--- config.mk ---
export PLATFORM = sky130hd
export DESIGN_NAME = bhsk_ctrl
export DESIGN_NICKNAME = d
export VERILOG_FILES = /design/src/rtl/bhsk_pkg.sv /design/src/rtl/bhsk_ctrl.sv
export SDC_FILE = /design/constraint.sdc
export NUM_CORES = 1
export LEC_CHECK = 0
export BUFFER_PORTS_ARGS = -buffer_cell sky130_fd_sc_hd__buf_2
export CAP_MARGIN = 10
export CELL_PAD_IN_SITES_DETAIL_PLACEMENT = 1
export CELL_PAD_IN_SITES_GLOBAL_PLACEMENT = 1
export CORE_AREA = 2 2 47 49
export CTS_CLUSTER_SIZE = 28
export DETAILED_ROUTE_END_ITERATION = 12
export DIE_AREA = 0 0 49 51
export GPL_ROUTABILITY_DRIVEN = 0
export PLACE_DENSITY = 0.77
export RECOVER_POWER = 25
export SYNTH_ARGS = -nofsm -noshare
export SYNTH_HDL_FRONTEND = slang
export SYNTH_SLANG_ARGS = --single-unit
--- constraint.sdc ---
create_clock -name clock -period 2.37 [get_ports clock]
set_clock_uncertainty 0.2 [all_clocks]
set_input_delay 0.474 -clock clock [delete_from_list [all_inputs] [get_ports clock]]
set_output_delay 0.474 -clock clock [all_outputs]
set_load 0.005 [all_outputs]
--- src/rtl/bhsk_pkg.sv ---
// ----------------------------------------------------------------------------
// bhsk_pkg
// Shared types and constants for the bounded heap smallest-k select core.
// ----------------------------------------------------------------------------
package bhsk_pkg;

   localparam int CAPACITY_DEFAULT = 256;
   localparam int ID_WIDTH         = 32;
   localparam int INDEX_WIDTH      = 8;
   localparam int COUNT_OUT_WIDTH  = 9;

   localparam logic [ID_WIDTH-1:0] TOTAL_MAX = '1;

   localparam logic [1:0] OP_OFFER = 2'd0;
   localparam logic [1:0] OP_CLEAR = 2'd1;
   localparam logic [1:0] OP_READ  = 2'd2;

   typedef struct packed {
      logic [1:0]             opcode;
      logic [ID_WIDTH-1:0]    pid;
      logic [INDEX_WIDTH-1:0] index;
   } req_type;

   typedef struct packed {
      logic [COUNT_OUT_WIDTH-1:0] held_count;
      logic [ID_WIDTH-1:0]        total_seen;
      logic [ID_WIDTH-1:0]        largest_held;
      logic [ID_WIDTH-1:0]        read_value;
      logic                       accepted;
   } rsp_type;

   // controller -> datapath
   typedef struct packed {
      logic load;        // latch the request
      logic bump_total;  // count an offer
      logic clear;       // empty heap, zero total
      logic start_up;    // pos = count, count++
      logic start_dn;    // pos = root
      logic issue_up;    // read parent of pos
      logic issue_dn;    // read both children of pos
      logic issue_rd;    // read requested slot
      logic up_step;     // move parent down into pos
      logic dn_step;     // move larger child up into pos
      logic place;       // write identifier at pos
      logic cap_read;    // capture read data
   } cmd_type;

   // datapath -> controller
   typedef struct packed {
      logic [1:0] opcode;
      logic       above_cursor;
      logic       not_full;
      logic       below_root;
      logic       pos_zero;
      logic       has_left;
      logic       up_go;
      logic       dn_go;
      logic       read_hit;
   } stat_type;

endpackage

--- src/rtl/bhsk_ctrl.sv ---
// ----------------------------------------------------------------------------
// bhsk_ctrl
// Sequencer for offer, clear and read requests; drives the sift loops.
// ----------------------------------------------------------------------------
module bhsk_ctrl (
   input  logic               clock,
   input  logic               reset,
   input  logic               start,
   output logic               busy,
   output logic               rsp_valid,
   input  bhsk_pkg::stat_type stat,
   output bhsk_pkg::cmd_type  cmd
);
   import bhsk_pkg::*;

   typedef enum logic [8:0] {
      S_IDLE   = 9'b000000001,
      S_DECODE = 9'b000000010,
      S_UP_RD  = 9'b000000100,
      S_UP_CMP = 9'b000001000,
      S_DN_RD  = 9'b000010000,
      S_DN_CMP = 9'b000100000,
      S_RD_CAP = 9'b001000000,
      S_PLACE  = 9'b010000000,
      S_RESP   = 9'b100000000
   } state_type;

   state_type state_ff, state_in;

   always_comb begin
      state_in = state_ff;
      cmd      = '0;
      unique case (state_ff)
         S_IDLE: begin
            if (start) begin
               cmd.load = 1'b1;
               state_in = S_DECODE;
            end
         end
         S_DECODE: begin
            state_in = S_RESP;
            priority if (stat.opcode == OP_OFFER) begin
               cmd.bump_total = 1'b1;
               priority if (!stat.above_cursor) begin
                  state_in = S_RESP;
               end else if (stat.not_full) begin
                  cmd.start_up = 1'b1;
                  state_in     = S_UP_RD;
               end else if (stat.below_root) begin
                  cmd.start_dn = 1'b1;
                  state_in     = S_DN_RD;
               end else begin
                  state_in = S_RESP;
               end
            end else if (stat.opcode == OP_CLEAR) begin
               cmd.clear = 1'b1;
            end else if (stat.opcode == OP_READ) begin
               if (stat.read_hit) begin
                  cmd.issue_rd = 1'b1;
                  state_in     = S_RD_CAP;
               end
            end else begin
               state_in = S_RESP;
            end
         end
         S_UP_RD: begin
            if (stat.pos_zero) begin
               state_in = S_PLACE;
            end else begin
               cmd.issue_up = 1'b1;
               state_in     = S_UP_CMP;
            end
         end
         S_UP_CMP: begin
            if (stat.up_go) begin
               cmd.up_step = 1'b1;
               state_in    = S_UP_RD;
            end else begin
               state_in = S_PLACE;
            end
         end
         S_DN_RD: begin
            if (stat.has_left) begin
               cmd.issue_dn = 1'b1;
               state_in     = S_DN_CMP;
            end else begin
               state_in = S_PLACE;
            end
         end
         S_DN_CMP: begin
            if (stat.dn_go) begin
               cmd.dn_step = 1'b1;
               state_in    = S_DN_RD;
            end else begin
               state_in = S_PLACE;
            end
         end
         S_RD_CAP: begin
            cmd.cap_read = 1'b1;
            state_in     = S_RESP;
         end
         S_PLACE: begin
            cmd.place = 1'b1;
            state_in  = S_RESP;
         end
         S_RESP: begin
            state_in = S_IDLE;
         end
         default: begin
            state_in = S_IDLE;
         end
      endcase
   end

   always_ff @(posedge clock) begin
      if (reset) begin
         state_ff <= S_IDLE;
      end else begin
         state_ff <= state_in;
      end
   end

   assign busy      = state_ff != S_IDLE;
   assign rsp_valid = state_ff == S_RESP;

endmodule

==> results by group, run 1 <==
Outcome
  – Status: complete, but fails checks
  – Violations in the final reports: negative setup slack

Logic synthesis
  – Warning count from the yosys run: 0
  – Post-synthesis area per instance: 7.836 µm²
  – Yosys cell types: 29
  – Netlist Area Pre-Place: 595.6 µm²
  – #FFs+latches synth: 9
  – Dominant cells by area after synthesis: dfxtp_1, nor2_1, nor3_1
  – Sequential share of the synthesized area: 30.25%
  – Cell taking the most area after synthesis: dfxtp_1
  – Asr flop ratio synth: 0%
  – Area share of the leading cell type in the synthesized netlist: 30.25%
  – Post-synth EDFFs: 0
  – Top FF cell, synth: dfxtp_1
  – Synth Instances: 76
  – Syn nets: 89

Floorplanning
  – Die Wd: 49 µm
  – Site row count: 17
  – CORE AREA: 0.002063 mm²
  – # IOs: 27
  – Initial Utilization: about 29%
  – Die Ht: 51 µm
  – Area of the die: about 0.0025 mm²

Worst setup path
  – Largest delay share family, worst path: simple AND/OR/NAND/NOR gates
  – CP max stage delay: 0.53 ns
  – Critical Path Source Type: register
  – CP endpoint kind: primary output
  – Setup Crit Path Kind: register to primary output
  – Slowest CP cell: or4_4
  – Critical path peak fanout: 4
  – Worst Path Required: 1.70 ns
  – Buf/Inv on CP: 1
  – CP most frequent cell: or4_4
  – Worst path cell trace: or4_4 > or4_4 > nor3_4 > buf_2
  – Arr. time, crit path: between 1.5 and 2 ns

Place
  – Hpwl dp: 1479 µm
  – Port Buf Inserts: 26
  – Placed Cells: 137
  – Placed Area: 813.3 µm²

STA
  – Final worst path period share: 108.9%
  – Slew of the pin with the lowest slew margin: roughly 0.39 ns
  – Minimum clock period: 2.581 ns
  – Normalized max-slew margin: 74.00%
  – Smallest hold slack: 0.2125 ns
  – Slew Viols, Final: 0
  – RSZ-0062 raised after global routing: true
  – Maximum operating frequency: around 390 MHz
  – Final setup fails: 4
  – Worst setup margin: -0.2113 ns
  – Hold violation count in the final report: 0

Drt
  – Pre-antenna DRT Iters: 4
  – Vias/cell: around 5
  – Routed WL: a little under 2000 µm
  – DR WL/cell: around 14 µm
  – Initial DRC count: 11
  – Drc violations: 0
  – Routed via count: 729
  – Routed Antenna Nets: 0

Cells and area
  – Biggest regs: state_ff x9
  – Synth-to-Final Area Change: 55.67%
  – Most common cell after layout, fill and taps aside: buf_2
  – Final core occ: 44.94%
  – Post-Layout Inst Area: 927.1 µm²
  – Commonest cells after routing, fill and taps aside: buf_2, nor2_1, dfxtp_1, nor3_1, buf_4
  – Final antenna diode count: 0
  – NumNets Final: 129
  – Layout cells sized above 1: 45.22%
  – Top reg by flops: state_ff
  – Max FFs per register: 9
  – Non-filler cells, final: 143
  – Fill cells: 268

Global route
  – Largest net degree at the start of global routing: 8
  – All-layer global routing usage: 16.15%
  – GRT Residual Overflow: 0
  – Antenna violations before repair: 0
  – First-pass GRT wire length: 3146 µm
  – Vias in the first global route: 729

Clock network
  – CTS tree: built
  – Clock Sinks: 9
  – Maximum root-to-sink buffer count: 2
  – H-Tree Depth: 1
  – Cts hold-fix bufs: 0
  – CTS root buf: clkbuf_4
  – Clock transition at path regs: roughly 0.070 ns
  – Clock Latency Late Sink: 0.26 ns
  – Total CTS buffers: 3

Power and ir drop
  – Sequential Power Share: 42.0%
  – Leakage dissipation: around 0.44 nW
  – Internal power: ~0.00027 W
  – Overall power: 0.0003793 W
  – Clock power share: 31.5%
  – Power per standard cell area: about 410 mW/mm²
  – Comb power frac: 26.4%
  – Peak VDD IR: around 0.00018 V
  – Switch Pwr: 0.0001099 W
  – Sw frac: 28.98%

Run
  – Max Cap Viol: 0

Hold path
  – Type of the worst min-delay path: input pin to register
[power groups by stage]
stage | clock network [W] | registers (W) | logic, W
after floorplan | 0 | 0.000164 | 0.0000440
after global placement | 0 | 0.000162 | 0.0000834
after detailed placement | 0 | 0.000162 | 0.0000872
after CTS | 0.000128 | 0.000159 | 0.0000924
after global routing | 0.000132 | 0.000160 | 0.000110
final | 0.000120 | 0.000159 | 0.000100
[layer usage]
metal,up-vias,wire length (µm),track usage [%]
met2,25,997,27.85
li1,358,-,-
met1,344,860,19.68
met5,-,0,0
met4,0,15,8.571
met3,2,95,2.047
[repair_timing]
| action | CTS | global route |
|---|---|---|
| buffers inserted | 0 | 2 |
| pin swaps | 0 | 3 |
| resized for setup | 4 | 12 |
| endpoints found under the setup margin | 9 | 11 |
[final timing paths]
path | from | to | slack, ns | cells past startpoint
max | state_ff[6] | cmd[3] | -0.21 | 4
min | reset | state_ff[1] | 0.21 | 2
max reg2reg | state_ff[6] | state_ff[4] | 0.19 | 8
min reg2reg | state_ff[1] | state_ff[1] | 0.46 | 3
[cell type report]
class | count | area (µm²) | share of cell area (%)
Sequential cell | 9 | 182.7 | 19.70
Timing Repair Buffer | 35 | 200.2 | 21.59
Multi-Input combinational cell | 63 | 467.9 | 50.47
Inverter | 4 | 15.01 | 1.619
Tap cell | 28 | 35.03 | 3.779
Clock buffer | 4 | 26.28 | 2.834
[through the flow]
step           worst slack, ns  setup TNS [ns]
2_1_floorplan           0.1703               0
3_3_place_gp           0.09285               0
3_5_place_dp           0.07486               0
4_1_cts                -0.2224         -0.5304
5_1_grt                -0.2756          -1.398
6_report               -0.2113         -0.4563
[cell usage after synthesis (2+ instances only)]
cell type	instances
a21oi_1	2
dfxtp_1	9
inv_1	4
nand2_1	4
nand2b_1	2
nand3_1	4
nor2_1	9
nor2b_1	4
nor3_1	6
nor3b_1	3
nor4_1	4
nor4b_1	2
o21a_1	2
o21ai_0	3
o21bai_1	3
or4_4	2
[cells by family (layout without fill, tap and decap cells)]
group                     count (synthesis)  in the layout  synth area share [%]
xor gates and xnor gates                  1              1                 1.471
AOI/OAI and AO/OA                        15             15                 17.86
and+or+nand+nor                          47             47                 47.90
buffers and inverters                     4             43                 2.520
DFF                                       9              9                 30.25
Power figures use the tool's default switching activity.
==> run 2: changes to the inputs <==
- RECOVER_POWER: 25 -> 50
==> results by group, run 2 (synthesized netlist as in run 1, its figures left out) <==
Clock network
  – Clock transition at path regs: approximately 0.070 ns
  – CTS root buf: clkbuf_4
  – Clock Latency Late Sink: 0.26 ns
  – Cts hold-fix bufs: 0
  – Clock Sinks: 9
  – CTS tree: built
  – Total CTS buffers: 3
  – H-Tree Depth: 1
  – Maximum root-to-sink buffer count: 2

Drt
  – Vias/cell: 5.140
  – Pre-antenna DRT Iters: 4
  – Routed Antenna Nets: 0
  – Routed WL: 1980 µm
  – Drc violations: 0
  – Routed via count: 735
  – Initial DRC count: 14
  – DR WL/cell: between 10 and 15 µm

Power and ir drop
  – Power per standard cell area: roughly 420 mW/mm²
  – Peak VDD IR: between 0.00015 and 0.0002 V
  – Overall power: 0.0003774 W
  – Clock power share: 31.6%
  – Internal power: 0.0002683 W
  – Leakage dissipation: 0.4270 nW
  – Comb power frac: 26.1%
  – Sequential Power Share: 42.3%
  – Sw frac: 28.92%
  – Switch Pwr: ~0.00011 W

Floorplanning
  – CORE AREA: a little over 0.002 mm²
  – Site row count: 17
  – Die Ht: 51 µm
  – Initial Utilization: 28.87%
  – Area of the die: 0.002499 mm²
  – Die Wd: 49 µm
  – # IOs: 27

Outcome
  – Violations in the final reports: negative setup slack
  – Status: complete, but fails checks

Worst setup path
  – Crit Reg-Reg Startpoint: state_ff[6]
  – Critical path peak fanout: 4
  – Arr. time, crit path: 1.91 ns
  – Setup Crit Path Kind: register to primary output
  – Reg-to-Reg End: state_ff[4]
  – Crit path capture: cmd[3]
  – CP endpoint kind: primary output
  – Critical path origin: state_ff[6]
  – Critical Path Source Type: register
  – FF-to-FF path depth: 8
  – Worst Path Required: 1.70 ns
  – Reg2Reg Setup Slack: 0.09 ns

STA
  – Slew of the pin with the lowest slew margin: 0.3906 ns
  – Slew Viols, Final: 0
  – Worst setup margin: -0.2117 ns
  – Normalized max-slew margin: approximately three quarters
  – Final worst path period share: 108.9%
  – Minimum clock period: 2.582 ns
  – Final setup fails: 7
  – Maximum operating frequency: 387.3 MHz
  – RSZ-0062 raised after global routing: true
  – Sum of negative setup slack: -0.6286 ns
  – Hold violation count in the final report: 0

Run
  – Max Cap Viol: 0

Global route
  – First-pass GRT wire length: 3146 µm
  – Largest net degree at the start of global routing: 8
  – Vias in the first global route: ~730
  – GRT Residual Overflow: 0
  – All-layer global routing usage: 16.15%
  – Antenna violations before repair: 0

Cells and area
  – Final antenna diode count: 0
  – Max FFs per register: 9
  – Non-filler cells, final: 143
  – NumNets Final: 129
  – Layout cells sized above 1: 43.48%
  – Top reg by flops: state_ff
  – Commonest cells after routing, fill and taps aside: buf_2, nor2_1, dfxtp_1, nor3_1, buf_4
  – Fill cells: 270
  – Biggest regs: state_ff x9
  – Synth-to-Final Area Change: 52.31%
  – Post-Layout Inst Area: 907.1 µm²
  – Most common cell after layout, fill and taps aside: buf_2

Place
  – Port Buf Inserts: 26
  – Hpwl dp: 1479 µm
  – Placed Cells: between 100 and 150
  – Placed Area: 813.3 µm²

Hold path
  – Type of the worst min-delay path: input pin to register
## run 2: cell counts in the layout (fill, tap and decap cells not counted)
Identical to the previous run, type by type.
## run 2: power groups by stage
stage                     Sequential (W)  Clock (W)  Combinational (W)
after CTS                       0.000159   0.000128          0.0000924
after detailed placement        0.000162          0          0.0000872
after global routing            0.000160   0.000132           0.000109
after floorplan                 0.000164          0          0.0000440
after global placement          0.000162          0          0.0000834
final                           0.000160   0.000119          0.0000984
## run 2: worst min path at each step
| stage | start | to | depth (start not counted) |
|---|---|---|---|
| 6_report | reset | state_ff[1] | 2 |
| 5_1_grt | reset | state_ff[3] | 2 |
| 4_1_cts | stat[4] | state_ff[3] | 2 |
| 3_5_place_dp | state_ff[1] | state_ff[1] | 3 |
| 3_3_place_gp | state_ff[1] | state_ff[1] | 3 |
| 2_1_floorplan | state_ff[1] | state_ff[1] | 2 |
## run 2: metrics by stage
stage | worst slack (ns) | hold WS, ns | util (%)
floorplan | 0.1703 | 0.3095 | -
global placement | 0.09285 | 0.4262 | 39.42
detailed placement | 0.07486 | 0.4344 | 39.42
CTS | -0.2224 | 0.1903 | 41.72
global route | -0.2756 | 0.2116 | 43.97
finish | -0.2117 | 0.2125 | 43.97
## run 2: layer usage
layer | part of all wire, % | track usage, %
met4 | 0.76 | 8.571
met5 | 0 | 0
met1 | 45 | 19.68
met3 | 3.7 | 2.047
met2 | 51 | 27.85
## run 2: layout make-up
class	count	area (µm²)	share of cell area [%]
clock buffers	4	26.28	2.897
inverters	4	15.01	1.655
multi-input cells	63	447.9	49.38
flip-flops and latches	9	182.7	20.14
well taps	28	35.03	3.862
repair buffers	35	200.2	22.07
## run 2: worst max-delay path: stages, from the launching register on
cell     delay (ns)
dfxtp_2        0.32
or4_4          0.53
or4_4          0.48
nor3_4         0.19
buf_2          0.14
## run 2: what timing repair did
item / 4_1_cts / 5_1_grt
resized for setup: 4 / 12
endpoints found under the setup margin: 9 / 11
pin swaps: 0 / 3
setup buffers: 0 / 2
==> run 3: changes to the inputs <==
- MAX_ROUTING_LAYER: not set -> met4
==> results by group, run 3 (synthesized netlist as in run 1, its figures left out) <==
STA
  – Minimum clock period: ~2.6 ns
  – Slew Viols, Final: 0
  – Worst setup margin: -0.2088 ns
  – RSZ-0062 raised after global routing: true
  – Final setup fails: 7
  – Maximum operating frequency: 387.8 MHz
  – Final worst path period share: 108.8%
  – Hold violation count in the final report: 0
  – Normalized max-slew margin: about three quarters
  – Slew of the pin with the lowest slew margin: between 0.3 and 0.4 ns

Power and ir drop
  – Sw frac: 29.03%
  – Power per standard cell area: 416.7 mW/mm²
  – Overall power: 0.0003780 W
  – Peak VDD IR: 0.0001780 V
  – Clock power share: 31.7%
  – Switch Pwr: roughly 0.00011 W
  – Comb power frac: a little over a quarter
  – Sequential Power Share: 42.2%
  – Internal power: 0.0002682 W
  – Leakage dissipation: 0.4270 nW

Run
  – Max Cap Viol: 0

Cells and area
  – Most common cell after layout, fill and taps aside: buf_2
  – Max FFs per register: 9
  – Biggest regs: state_ff x9
  – Synth-to-Final Area Change: 52.31%
  – Final antenna diode count: 0
  – Post-Layout Inst Area: a little over 900 µm²
  – NumNets Final: 129
  – Commonest cells after routing, fill and taps aside: buf_2, nor2_1, dfxtp_1, nor3_1, buf_4
  – Layout cells sized above 1: 43.48%
  – Top reg by flops: state_ff
  – Final core occ: 43.97%

Drt
  – DR WL/cell: 13.87 µm
  – Initial DRC count: 12
  – Vias/cell: about 5.2
  – Routed Antenna Nets: 0
  – Routed WL: 1984 µm
  – Drc violations: 0
  – Routed via count: 738
  – Pre-antenna DRT Iters: 4

Clock network
  – CTS tree: built
  – Clock Latency Late Sink: around 0.27 ns
  – CTS root buf: clkbuf_4
  – Clock transition at path regs: 0.07 ns
  – Clock Sinks: 9
  – Maximum root-to-sink buffer count: 2
  – Cts hold-fix bufs: 0
  – H-Tree Depth: 1
  – Total CTS buffers: 3

Global route
  – First-pass GRT wire length: 3160 µm
  – Largest net degree at the start of global routing: 8
  – GRT Residual Overflow: 0
  – M1 GR Usage: 20.04%
  – GR peak layer: met2
  – Met3 usage: 1.754%
  – Vias in the first global route: 727
  – All-layer global routing usage: 16.66%
  – Met2 usage: 27.85%
  – Antenna violations before repair: 0

Floorplanning
  – Die Ht: about 51 µm
  – Area of the die: roughly 0.0025 mm²
  – Die Wd: 49 µm
  – CORE AREA: 0.002063 mm²
  – Site row count: 17
  – Initial Utilization: 28.87%
  – # IOs: 27

Place
  – Port Buf Inserts: 26
  – Hpwl dp: 1479 µm
  – Placed Area: 813.3 µm²

Worst setup path
  – CP endpoint kind: primary output
  – Arr. time, crit path: 1.90 ns
  – Setup Crit Path Kind: register to primary output
  – Worst Path Required: ~1.7 ns
  – Critical path peak fanout: 4
  – Critical Path Source Type: register

Outcome
  – Violations in the final reports: negative setup slack
  – Status: complete, but fails checks

Hold path
  – Type of the worst min-delay path: input pin to register
run 3: cell counts in the layout (fill, tap and decap cells not counted):
No cell type changed its count.
run 3: power by group through the flow:
stage	combinational [W]	clock [W]	sequential [W]
after global placement	0.0000834	0	0.000162
after floorplan	0.0000440	0	0.000164
after CTS	0.0000924	0.000128	0.000159
after global routing	0.000109	0.000133	0.000160
final	0.0000985	0.000120	0.000160
after detailed placement	0.0000872	0	0.000162
run 3: cell type report:
| type | instances | area, µm² |
|---|---|---|
| Clock buffer | 4 | 26.28 |
| Tap cell | 28 | 35.03 |
| Timing Repair Buffer | 35 | 200.2 |
| Multi-Input combinational cell | 63 | 447.9 |
| Inverter | 4 | 15.01 |
| Sequential cell | 9 | 182.7 |
| Fill cell | 270 | 1156 |
run 3: metal layers:
layer	part of all wire, %	vias to the layer above
met1	45	359
met3	3.2	2
li1	-	359
met5	0	-
met2	51	18
met4	0.76	0
run 3: metrics by stage:
stage / setup TNS (ns) / cells / hold slack (ns) / setup slack, ns
2_1_floorplan: 0 / 76 / 0.3095 / 0.1703
3_3_place_gp: 0 / 137 / 0.4262 / 0.09285
3_5_place_dp: 0 / 137 / 0.4344 / 0.07486
4_1_cts: -0.5304 / 141 / 0.1903 / -0.2224
5_1_grt: -1.987 / 143 / 0.2084 / -0.2756
6_report: -0.6240 / 143 / 0.2134 / -0.2088
run 3: final timing paths:
| check | from | to | slack [ns] | depth (start not counted) |
|---|---|---|---|---|
| max reg2reg | state_ff[6] | state_ff[4] | 0.09 | 8 |
| min reg2reg | state_ff[4] | state_ff[8] | 0.45 | 3 |
| max | state_ff[6] | cmd[3] | -0.21 | 4 |
| min | reset | state_ff[1] | 0.21 | 2 |
run 3: critical path, cell delays in order (launching register included):
cell	delay [ns]
dfxtp_2	0.32
or4_4	0.53
or4_4	0.48
nor3_4	0.18
buf_2	0.14
run 3: timing repair:
| item | CTS | global route |
|---|---|---|
| gates resized for setup | 4 | 12 |
| setup endpoints to repair | 9 | 11 |
| buffers inserted | 0 | 2 |
| pin swaps | 0 | 3 |
